===== config.mk =====
export PLATFORM = sky130hd
export DESIGN_NAME = spi_master_byte_shifter
export DESIGN_NICKNAME = d
export VERILOG_FILES = /design/src/rtl/core/spimbs_pkg.sv /design/src/rtl/core/spi_master_byte_shifter.sv /design/src/rtl/core/spimbs_engine.sv /design/src/rtl/core/spimbs_out_buf.sv
export SDC_FILE = /design/constraint.sdc
export NUM_CORES = 1
export LEC_CHECK = 0
export BUFFER_PORTS_ARGS = -buffer_cell sky130_fd_sc_hd__buf_2
export CAP_MARGIN = 20
export CORE_MARGIN = 2
export CORE_UTILIZATION = 40
export DETAILED_ROUTE_END_ITERATION = 7
export GPL_TIMING_DRIVEN = 0
export PLACE_DENSITY_LB_ADDON = 0.2
export SKIP_CTS_REPAIR_TIMING = 1
export SLEW_MARGIN = 20
export SYNTH_ARGS = -nofsm -noshare
export SYNTH_HDL_FRONTEND = slang
export SYNTH_SLANG_ARGS = --single-unit

===== constraint.sdc =====
create_clock -name clock -period 3.4 [get_ports clock]
set_input_delay 0.17 -clock clock [delete_from_list [all_inputs] [get_ports clock]]
set_output_delay 0.17 -clock clock [all_outputs]
set_load 0.005 [all_outputs]

===== src/rtl/core/spimbs_pkg.sv =====
// Shared types, codes and helpers for the SPI master byte shifter.
`default_nettype none
package spimbs_pkg;

   localparam int BITS_PER_WORD = 8;
   localparam int BIT_IDX_W     = $clog2(BITS_PER_WORD);
   localparam int CSR_ADDR_W    = 5;
   localparam int CSR_DATA_W    = 32;
   localparam int REQ_DATA_W    = 16;
   localparam int RSP_DATA_W    = 16;

   typedef enum logic [2:0] {
      OP_TICK  = 3'd0,
      OP_OPEN  = 3'd1,
      OP_CLOSE = 3'd2,
      OP_WRITE = 3'd3,
      OP_READ  = 3'd4
   } op_type;

   typedef enum logic [2:0] {
      PH_IDLE       = 3'd0,
      PH_OPEN_WAIT  = 3'd1,
      PH_CLOSE_WAIT = 3'd2,
      PH_FIRST      = 3'd3,
      PH_SECOND     = 3'd4
   } phase_type;

   typedef enum logic [1:0] {
      ST_OK          = 2'd0,
      ST_ALREADY_OPEN = 2'd1,
      ST_BUSY        = 2'd2
   } status_type;

   typedef enum logic [2:0] {
      REG_CLK_MODE    = 3'd0,
      REG_LSB_FIRST   = 3'd1,
      REG_HALF_PERIOD = 3'd2,
      REG_CS_DELAY    = 3'd3,
      REG_CS_ACTIVE   = 3'd4,
      REG_FULL_DUPLEX = 3'd5
   } reg_idx_type;

   typedef struct packed {
      logic [1:0]  clk_mode;
      logic        lsb_first;
      logic [15:0] half_period_ticks;
      logic [15:0] cs_delay_ticks;
      logic        cs_active_level;
      logic        full_duplex;
   } cfg_type;

   // First member lands in the top bits, so sck_level sits at bit 0.
   typedef struct packed {
      logic [1:0] status;
      logic       engine_busy;
      logic       rx_valid;
      logic [7:0] rx_byte;
      logic       cs_level;
      logic       mosi_level;
      logic       sck_level;
   } rsp_type;

   // Returns {mosi, shifted tx byte}.
   function automatic logic [8:0] put_bit(input logic [7:0] tx, input logic lsb);
      logic [8:0] res;
      if (lsb) begin
         res = {tx[0], 1'b0, tx[7:1]};
      end else begin
         res = {tx[7], tx[6:0], 1'b0};
      end
      return res;
   endfunction

endpackage
`default_nettype wire


===== src/rtl/core/spi_master_byte_shifter.sv =====
// SPI master byte shifter, top level: register port, engine and result buffer.
// Each request transfer is one time tick (op 0, carrying the MISO level) or one
// command (open, close, write byte, read byte), and produces exactly one response
// transfer with the SCK, MOSI and CS pin levels after it, the received byte when a
// reported byte finishes, the busy flag and a refusal status. One item is taken
// per clock cycle while req_tready is high; the engine updates its state in the
// accept cycle and the response is registered in the two-entry output stage, so
// requests keep flowing while a response waits; req_tready drops only once both
// entries hold unclaimed responses. Registers: 0x00 clk_mode, 0x04 lsb_first,
// 0x08 half_period_ticks, 0x0C cs_delay_ticks, 0x10 cs_active_level,
// 0x14 full_duplex; write them only while idle.
`default_nettype none
module spi_master_byte_shifter
   import spimbs_pkg::*;
(
   input  wire logic                  clock,
   input  wire logic                  reset,
   input  wire logic                  req_tvalid,
   output logic                       req_tready,
   // [2:0] op, [10:3] tx_byte, [11] miso_level, [15:12] zero
   input  wire logic [REQ_DATA_W-1:0] req_tdata,
   output logic                       rsp_tvalid,
   input  wire logic                  rsp_tready,
   // [0] sck_level, [1] mosi_level, [2] cs_level, [10:3] rx_byte, [11] rx_valid,
   // [12] engine_busy, [14:13] status, [15] zero
   output logic [RSP_DATA_W-1:0]      rsp_tdata,
   input  wire logic                  csr_psel,
   input  wire logic                  csr_penable,
   input  wire logic                  csr_pwrite,
   input  wire logic [CSR_ADDR_W-1:0] csr_paddr,
   input  wire logic [CSR_DATA_W-1:0] csr_pwdata,
   output logic [CSR_DATA_W-1:0]      csr_prdata,
   output logic                       csr_pready
);

   cfg_type     cfg_ff;
   logic        csr_write;
   reg_idx_type csr_idx;
   logic        accept;
   logic        buf_ready;
   rsp_type     eng_result;
   rsp_type     rsp_data;

   assign csr_pready = 1'b1;
   assign csr_write  = csr_psel & csr_penable & csr_pwrite & csr_pready;
   assign csr_idx    = reg_idx_type'(csr_paddr[4:2]);

   always_ff @(posedge clock) begin
      if (reset) begin
         cfg_ff.clk_mode          <= 2'd0;
         cfg_ff.lsb_first         <= 1'b0;
         cfg_ff.half_period_ticks <= 16'd1;
         cfg_ff.cs_delay_ticks    <= 16'd1;
         cfg_ff.cs_active_level   <= 1'b0;
         cfg_ff.full_duplex       <= 1'b1;
      end else if (csr_write) begin
         case (csr_idx)
            REG_CLK_MODE:    cfg_ff.clk_mode          <= csr_pwdata[1:0];
            REG_LSB_FIRST:   cfg_ff.lsb_first         <= csr_pwdata[0];
            REG_HALF_PERIOD: cfg_ff.half_period_ticks <= csr_pwdata[15:0];
            REG_CS_DELAY:    cfg_ff.cs_delay_ticks    <= csr_pwdata[15:0];
            REG_CS_ACTIVE:   cfg_ff.cs_active_level   <= csr_pwdata[0];
            REG_FULL_DUPLEX: cfg_ff.full_duplex       <= csr_pwdata[0];
            default: begin
            end
         endcase
      end
   end

   always_comb begin
      csr_prdata = '0;
      case (csr_idx)
         REG_CLK_MODE:    csr_prdata = CSR_DATA_W'(cfg_ff.clk_mode);
         REG_LSB_FIRST:   csr_prdata = CSR_DATA_W'(cfg_ff.lsb_first);
         REG_HALF_PERIOD: csr_prdata = CSR_DATA_W'(cfg_ff.half_period_ticks);
         REG_CS_DELAY:    csr_prdata = CSR_DATA_W'(cfg_ff.cs_delay_ticks);
         REG_CS_ACTIVE:   csr_prdata = CSR_DATA_W'(cfg_ff.cs_active_level);
         REG_FULL_DUPLEX: csr_prdata = CSR_DATA_W'(cfg_ff.full_duplex);
         default:         csr_prdata = '0;
      endcase
   end

   assign req_tready = buf_ready;
   assign accept     = req_tvalid & buf_ready;

   spimbs_engine u_engine (
      .clock      (clock),
      .reset      (reset),
      .cfg        (cfg_ff),
      .accept     (accept),
      .op         (req_tdata[2:0]),
      .tx_byte    (req_tdata[10:3]),
      .miso_level (req_tdata[11]),
      .result     (eng_result)
   );

   spimbs_out_buf u_out_buf (
      .clock      (clock),
      .reset      (reset),
      .push       (accept),
      .push_data  (eng_result),
      .push_ready (buf_ready),
      .out_valid  (rsp_tvalid),
      .out_data   (rsp_data),
      .out_ready  (rsp_tready)
   );

   assign rsp_tdata = {1'b0, rsp_data};

endmodule
`default_nettype wire


===== src/rtl/core/spimbs_engine.sv =====
// Pin timing and shift engine: state registers and per-item next-state logic.
`default_nettype none
module spimbs_engine
   import spimbs_pkg::*;
(
   input  wire logic       clock,
   input  wire logic       reset,
   input  wire cfg_type    cfg,
   input  wire logic       accept,
   input  wire logic [2:0] op,
   input  wire logic [7:0] tx_byte,
   input  wire logic       miso_level,
   output rsp_type         result
);

   logic                 open_ff, open_in;
   logic [7:0]           tx_ff, tx_in;
   logic [7:0]           rx_ff, rx_in;
   logic [BIT_IDX_W-1:0] bit_ff, bit_in;
   phase_type            phase_ff, phase_in;
   logic [15:0]          wait_ff, wait_in;
   logic                 report_ff, report_in;
   logic                 sck_ff, sck_in;
   logic                 mosi_ff, mosi_in;
   logic                 cs_ff, cs_in;

   always_ff @(posedge clock) begin
      if (reset) begin
         open_ff   <= 1'b0;
         tx_ff     <= '0;
         rx_ff     <= '0;
         bit_ff    <= '0;
         phase_ff  <= PH_IDLE;
         wait_ff   <= '0;
         report_ff <= 1'b0;
         sck_ff    <= 1'b0;
         mosi_ff   <= 1'b1;
         cs_ff     <= 1'b1;
      end else if (accept) begin
         open_ff   <= open_in;
         tx_ff     <= tx_in;
         rx_ff     <= rx_in;
         bit_ff    <= bit_in;
         phase_ff  <= phase_in;
         wait_ff   <= wait_in;
         report_ff <= report_in;
         sck_ff    <= sck_in;
         mosi_ff   <= mosi_in;
         cs_ff     <= cs_in;
      end
   end

   always_comb begin
      logic [15:0] half_len;
      logic [15:0] wc;
      logic [7:0]  bb_src;
      logic [8:0]  pb;
      logic        do_begin;
      logic [1:0]  st;
      logic        rxv;
      logic [7:0]  rxo;

      half_len  = (cfg.half_period_ticks == 16'd0) ? 16'd1 : cfg.half_period_ticks;
      open_in   = open_ff;
      tx_in     = tx_ff;
      rx_in     = rx_ff;
      bit_in    = bit_ff;
      phase_in  = phase_ff;
      wait_in   = wait_ff;
      report_in = report_ff;
      sck_in    = sck_ff;
      mosi_in   = mosi_ff;
      cs_in     = cs_ff;
      wc        = wait_ff;
      bb_src    = tx_ff;
      do_begin  = 1'b0;
      st        = ST_OK;
      rxv       = 1'b0;
      rxo       = 8'd0;

      case (op)
         OP_TICK: begin
            if (phase_ff != PH_IDLE) begin
               if (wc != 16'd0) begin
                  wc = wc - 16'd1;
               end
               wait_in = wc;
               if (wc == 16'd0) begin
                  case (phase_ff)
                     PH_OPEN_WAIT: begin
                        phase_in = PH_IDLE;
                     end
                     PH_CLOSE_WAIT: begin
                        mosi_in  = 1'b1;
                        phase_in = PH_IDLE;
                     end
                     PH_FIRST: begin
                        sck_in   = cfg.clk_mode[0] ? cfg.clk_mode[1] : ~cfg.clk_mode[1];
                        phase_in = PH_SECOND;
                        wait_in  = half_len;
                     end
                     default: begin
                        rx_in = cfg.lsb_first ? {miso_level, rx_ff[7:1]}
                                              : {rx_ff[6:0], miso_level};
                        if (!cfg.clk_mode[0]) begin
                           sck_in = cfg.clk_mode[1];
                        end
                        if (bit_ff == BIT_IDX_W'(BITS_PER_WORD - 1)) begin
                           phase_in = PH_IDLE;
                           bit_in   = '0;
                           if (report_ff) begin
                              rxv = 1'b1;
                              rxo = rx_in;
                           end
                        end else begin
                           bit_in   = bit_ff + BIT_IDX_W'(1);
                           bb_src   = tx_ff;
                           do_begin = 1'b1;
                        end
                     end
                  endcase
               end
            end
         end
         OP_OPEN, OP_CLOSE, OP_WRITE, OP_READ: begin
            if (phase_ff != PH_IDLE) begin
               st = ST_BUSY;
            end else if (op == OP_OPEN) begin
               if (open_ff) begin
                  st = ST_ALREADY_OPEN;
               end else begin
                  open_in  = 1'b1;
                  cs_in    = cfg.cs_active_level;
                  wait_in  = cfg.cs_delay_ticks;
                  phase_in = (cfg.cs_delay_ticks != 16'd0) ? PH_OPEN_WAIT : PH_IDLE;
               end
            end else if (op == OP_CLOSE) begin
               open_in = 1'b0;
               cs_in   = ~cfg.cs_active_level;
               wait_in = cfg.cs_delay_ticks;
               if (cfg.cs_delay_ticks != 16'd0) begin
                  phase_in = PH_CLOSE_WAIT;
               end else begin
                  mosi_in  = 1'b1;
                  phase_in = PH_IDLE;
               end
            end else begin
               bb_src    = (op == OP_WRITE) ? tx_byte : 8'd0;
               rx_in     = 8'd0;
               bit_in    = '0;
               report_in = (op == OP_READ) || cfg.full_duplex;
               do_begin  = 1'b1;
            end
         end
         default: begin
         end
      endcase

      pb = put_bit(bb_src, cfg.lsb_first);
      if (do_begin) begin
         if (cfg.clk_mode[0]) begin
            sck_in = ~cfg.clk_mode[1];
         end
         mosi_in  = pb[8];
         tx_in    = pb[7:0];
         phase_in = PH_FIRST;
         wait_in  = half_len;
      end

      result.status      = st;
      result.engine_busy = (phase_in != PH_IDLE);
      result.rx_valid    = rxv;
      result.rx_byte     = rxo;
      result.cs_level    = cs_in;
      result.mosi_level  = mosi_in;
      result.sck_level   = sck_in;
   end

endmodule
`default_nettype wire


===== src/rtl/core/spimbs_out_buf.sv =====
// Result register with a skid stage between the engine and the result channel.
`default_nettype none
module spimbs_out_buf
   import spimbs_pkg::*;
(
   input  wire logic    clock,
   input  wire logic    reset,
   input  wire logic    push,
   input  wire rsp_type push_data,
   output logic         push_ready,
   output logic         out_valid,
   output rsp_type      out_data,
   input  wire logic    out_ready
);

   logic    out_valid_ff, out_valid_in;
   logic    skid_valid_ff, skid_valid_in;
   rsp_type out_data_ff, out_data_in;
   rsp_type skid_data_ff, skid_data_in;

   always_ff @(posedge clock) begin
      if (reset) begin
         out_valid_ff  <= 1'b0;
         skid_valid_ff <= 1'b0;
      end else begin
         out_valid_ff  <= out_valid_in;
         skid_valid_ff <= skid_valid_in;
      end
      out_data_ff  <= out_data_in;
      skid_data_ff <= skid_data_in;
   end

   always_comb begin
      out_valid_in  = out_valid_ff;
      skid_valid_in = skid_valid_ff;
      out_data_in   = out_data_ff;
      skid_data_in  = skid_data_ff;
      if (skid_valid_ff) begin
         if (out_ready) begin
            out_data_in   = skid_data_ff;
            skid_valid_in = 1'b0;
         end
      end else if (push) begin
         if (!out_valid_ff || out_ready) begin
            out_data_in  = push_data;
            out_valid_in = 1'b1;
         end else begin
            skid_data_in  = push_data;
            skid_valid_in = 1'b1;
         end
      end else if (out_ready) begin
         out_valid_in = 1'b0;
      end
   end

   assign push_ready = ~skid_valid_ff;
   assign out_valid  = out_valid_ff;
   assign out_data   = out_data_ff;

endmodule
`default_nettype wire


# Yosys cells after proc, flatten, opt, wreduce, memory -nomap -nowiden
# Cells that the tools add are included.
dict set report totals {
  output_inout_bits 51
  mem_count 0
  in_bits 60
  latch_bits 0
  regBits 112
  ram_bits 0
  word_cells 210
  rom_bits 0
}
dict set report classes {
  bitwise 10
  mux 107
  reduce_logical 34
  div_mod_pow 0
  add_sub_neg 2
  eq_ne 25
  shifts 0
  mul 0
  order_cmp 0
}
# cell count
set ops {}
lappend ops {{$mux W16} 12}
lappend ops {{$mux W8} 18}
lappend ops {{$pmux W16 S6} 1}
lappend ops {{$mux W15} 4}
lappend ops {{$mux W3} 15}
lappend ops {{$mux W1} 44}
lappend ops {{$logic_not A16 Y1} 2}
lappend ops {{$pmux W16 S2} 1}
lappend ops {{$reduce_bool A16 Y1} 2}
lappend ops {{$eq A3 B2 Y1 const B} 6}
lappend ops {{$pmux W3 S2} 3}
lappend ops {{$pmux W8 S2} 1}
lappend ops {{$sub A16 B1 Y16 const B} 1}
lappend ops {{$reduce_and A2 Y1} 7}
lappend ops {{$eq A3 B3 Y1 const B} 4}
lappend ops {{$ne A2 B2 Y1 const B} 5}
lappend ops {{$reduce_bool A2 Y1} 5}
lappend ops {{$eq A3 B1 Y1 const B} 3}
lappend ops {{$mux W9} 1}
lappend ops {{$reduce_and A3 Y1} 3}
lappend ops {{$reduce_bool A3 Y1} 3}
lappend ops {{$mux W2} 4}
lappend ops {{$reduce_and A8 Y1} 1}
lappend ops {{$not A1 Y1} 7}
lappend ops {{other kinds (17)} 25}

# Logic depth before layout (Yosys ltp)
dict set report depth {
  ltp_word 13
  mapped_depth 11
  mapped_depth_nobuf 10
}

# Hierarchy
# From an unflattened synthesis, not the netlist that was laid out.
dict set report hier_totals {
  cells_unflattened 732
  hier_area_um2 6635.1
}
# mod n_inst seq_area_each_um2 area_per_inst_um2 cells_per_inst
set modules_own_cells {}
lappend modules_own_cells {spimbs_engine 1 860.8 3352.0 460}
lappend modules_own_cells {spi_master_byte_shifter 1 740.7 2029.4 213}
lappend modules_own_cells {spimbs_out_buf 1 940.9 1253.7 59}

# Worst setup path after synthesis
# No wires, ideal clock.
dict set report synth_path {
  path_kind {register -> register}
  start {register u_engine.wait_ff[0]}
  end {register u_out_buf.out_data_ff, in the netlist u_out_buf.out_data[12] (data pin)}
  t_arrival_ns 2.950
  t_required_ns 3.133
  setup_slack_ns 0.182
  synth_period_minus_slack_ns 3.218
  setup_ns 0.267
  stages_incl_launch_ff 11
  path_buffers 0
  cell_sequence {dfxtp_1 inv_1 ha_1 nor2b_1 a2111oi_0 nand2_1 or3_1 or4_4 o31ai_1 and4_1 a31oi_1}
}
# item line_no
set synth_lines {}
lappend synth_lines {{start, declared} spimbs_engine.sv:21} ;# logic [15:0] wait_ff, wait_in;
lappend synth_lines {{start signal, assigned} spimbs_engine.sv:45} ;# wait_ff <= wait_in;
lappend synth_lines {{end signal, assigned} spimbs_out_buf.sv:29} ;# out_data_ff <= out_data_in;
lappend synth_lines {{end, declared} spimbs_out_buf.sv:18} ;# rsp_type out_data_ff, out_data_in;

==> results.md <==
- Final WS setup: 0.0259 ns
- Max Fclk: 296 MHz
- Max-slew violations: 0
- Sink Count: 112
- Synth Area in Compound Gates: 0.180
- Die area: 16,900 µm²
- Total CTS buffers: 9
- Synthesized area: 6340 µm²
- CP Capture Type: register
- Detailed-route wire length: 18.3 mm
- DIE HEIGHT: 130 µm
- Post-layout net count: 962
- Worst Max-Slew Pin Slew: 0.833 ns
- Register area: 2550 µm²
- Commonest non-fill, non-tap cell in the layout: nand2_1
- Place WS: -0.720 ns
- Fill cells: 1,617
- Total power: 3.25 mW
- Number of cell rows: 46
- Gpl congestion: 0.904
- Post-route ant nets: 0
- Fraction of synthesized area in multiplexers: 0.0817
- Skew final: 0.00666 ns
- First-pass GRT wire length: 28.4 mm
- Clk buf depth: 2
- Worst slew margin: 0.441
- Critical Path Fanout Max: 7
- Sequential power share: 0.448
- Wire per inst: 16.3 µm
- Drt via density: 5.37
- Synth area leaders: dfxtp_1 (26%), edfxtp_1 (14%), nand2_1 (7.6%), nor2_1 (7.5%), mux2i_1 (7.1%)
- CP Buf/Inv Count: 1
- Cell area after placement: 7010 µm²
- Area taken by multi-input logic gates: 3620 µm²
- #FFs+latches synth: 112
- DRC errors left: 0
- Core Util, Final: 0.479
- Peak VDD IR: 0.254 mV
- Delay of the slowest critical-path stage: 0.60 ns
- Net Switching: 1.02 mW
- Syn Inst Count: 794
- DP HPWL: 13.5 mm
- Root Buffer: clkbuf_16
- # IOs: 111
- Power per cell area: 433 nW/µm²
- CTS tree: done
- Tmin final: 3.37 ns
- Chip width: 130 µm
- Drt initial violations: 422
- Internal Power: 2.23 mW
- Final setup violation count: 0
- Synth cell types: 62
- Worst EP arrival: 3.47 ns
- Drt pass-1 iters: 5
- Cell area after layout: 7520 µm²
- Max-cap check violation count: 0
- Min-Delay Path Class: input port to register
- Adder-cell share of the synthesized area: 0.00592
- Number of buffers added on ports: 67
- GRT Overall Usage: 0.214
- Initial core utilization: 0.404
- Kind of critical path: register to register
- Critical path's most frequent cell: o31ai_4
- Via count: 6,009
- Area grow syn2layout: 18.6%
- CP startpoint kind: register
- FFs w/ async S/R, synth: 0
- Initial antenna violation count: 0
- Final worst-path cycle share: 0.992
- Sw frac: 0.315
- Core Area: 15,700 µm²
- Most frequent cells in the layout: nand2_1 (128), nor2_1 (127), dfxtp_1 (79)
- Fraction of the mapped netlist area in simple logic gates: 0.258
- Main combinational cell family by area after synthesis: simple AND/OR/NAND/NOR gates
- Top cell type's share of synthesized area: 0.259
- Congestion Overflow GR: 0
- H-tree levels: 3
- N_diodes: 0
- Share of cells above drive strength 1: 0.178
- Fin. Hold Viols: 0
- Clock-pin slew on the worst setup and hold paths: 0.07 ns
- Post-synthesis xor/xnor area fraction: 0.00691
- EDFF count, synth: 30
- Vias in the first global route: 5,333
- Largest net degree at the start of global routing: 18
- Gate power share: 0.246
- Sequential fraction of the synthesis area: 0.401
- Top FF cell, synth: dfxtp_1
- Clock power frac: 0.306
- Synth area leader: dfxtp_1
- Yosys warning count: 0
- Status: finished, final reports clean
- Leakage power: 2.74 nW
- Clk Latency, worst-skew pair: 0.36 ns
- Syn Area/Cell: 7.99 µm²
- Cell family with most CP delay: simple AND/OR/NAND/NOR gates
- Slowest cell on the critical path: or4_4
- Critical Path, Cell by Cell: or4_1 -> buf_2 -> o31ai_4 -> o21ai_1 -> or3_4 -> or4_4 -> o31ai_4 -> and4_4 -> a31oi_1
- Data required, critical path: 3.49 ns
==> cells in the mapped netlist (12+ instances only) <==
cell and instances:
nor2b_1 13, nor2_1 127, dfxtp_1 82, mux2i_1 45
nand2_1 128, nor4_1 15, clkbuf_1 45, buf_4 18
a311oi_1 16, a21oi_1 58, o21ai_0 34, a31oi_1 12
nor3_1 14, o31ai_1 13, edfxtp_1 30
==> area by class of cell <==
cell class,count,share of cell area
inverter,8,0.00399
buffer,76,0.0506
clock inverter,3,0.00266
clock buffer,13,0.0319
tap,216,0.0359
sequential,112,0.338
multi-input combinational,614,0.481
timing repair buffer,78,0.0556
==> power by group through the flow <==
| stage | Combinational (mW) | Clock [mW] | Sequential [mW] |
|---|---|---|---|
| 6_report | 0.801 | 0.996 | 1.46 |
| 5_1_grt | 0.877 | 1.05 | 1.46 |
| 4_1_cts | 0.701 | 1.00 | 1.45 |
| 3_5_place_dp | 0.697 | 0 | 1.48 |
| 3_3_place_gp | 0.702 | 0 | 1.48 |
| 2_1_floorplan | 0.500 | 0 | 1.47 |
==> routing by layer <==
metal | vias to the layer above | share of wire | track usage
met5 | - | 0 | 0
met4 | 0 | 0.018 | 0.0677
met3 | 28 | 0.067 | 0.0373
met2 | 209 | 0.42 | 0.303
met1 | 2767 | 0.49 | 0.328
li1 | 3005 | - | -
==> per-stage QoR <==
step           cells  setup TNS [ns]  hold WS, ns
6_report        1120               0       0.0516
5_1_grt         1120         -0.0410       0.0554
4_1_cts         1109          -21.70       0.0549
3_5_place_dp    1093          -19.78        0.431
3_3_place_gp    1093          -20.91        0.427
2_1_floorplan    810               0        0.291
==> flip-flops by register name, indices dropped and copies added, names as in the netlist <==
name                     count
u_out_buf.out_data          15
u_engine.open_ff             1
u_engine.report_ff           1
u_engine.tx_ff               8
u_engine.phase_ff            3
u_engine.rx_ff               8
u_engine.bit_ff              3
u_engine.mosi_ff             1
u_engine.wait_ff            16
u_out_buf.skid_data_ff      15
u_engine.cs_ff               1
u_out_buf.skid_valid_ff      1
u_out_buf.out_valid          1
u_engine.sck_ff              1
cfg_ff                      37
==> path summary, 6_finish.rpt <==
path,start,to,slack (ns),cells after the start
worst min-delay path,csr_pwdata[12],cfg_ff[14],0.05,3
worst max register to register,u_engine.wait_ff[0],u_out_buf.out_data[12],0.03,9
worst min register to register,u_engine.tx_ff[5],u_engine.tx_ff[5],0.45,2
worst max-delay path,u_engine.wait_ff[0],u_out_buf.out_data[12],0.03,9
==> worst min-delay path: cells and delay by family <==
kind / cells / cell delay (ns)
and+or+nand+nor: 1 / 0.05
AOI/OAI and AO/OA: 1 / 0.05
buffers and inverters: 1 / 0.10
==> cells by family after synthesis <==
group                    after synthesis
AND/OR/NAND/NOR                      359
AO/OA/AOI/OAI                        178
flip-flops                           112
buffers and inverters                 84
multiplexers                          51
XOR/XNOR                               5
adder cells (fa/ha/maj)                3
other                                  2
Power figures use the tool's default switching activity.
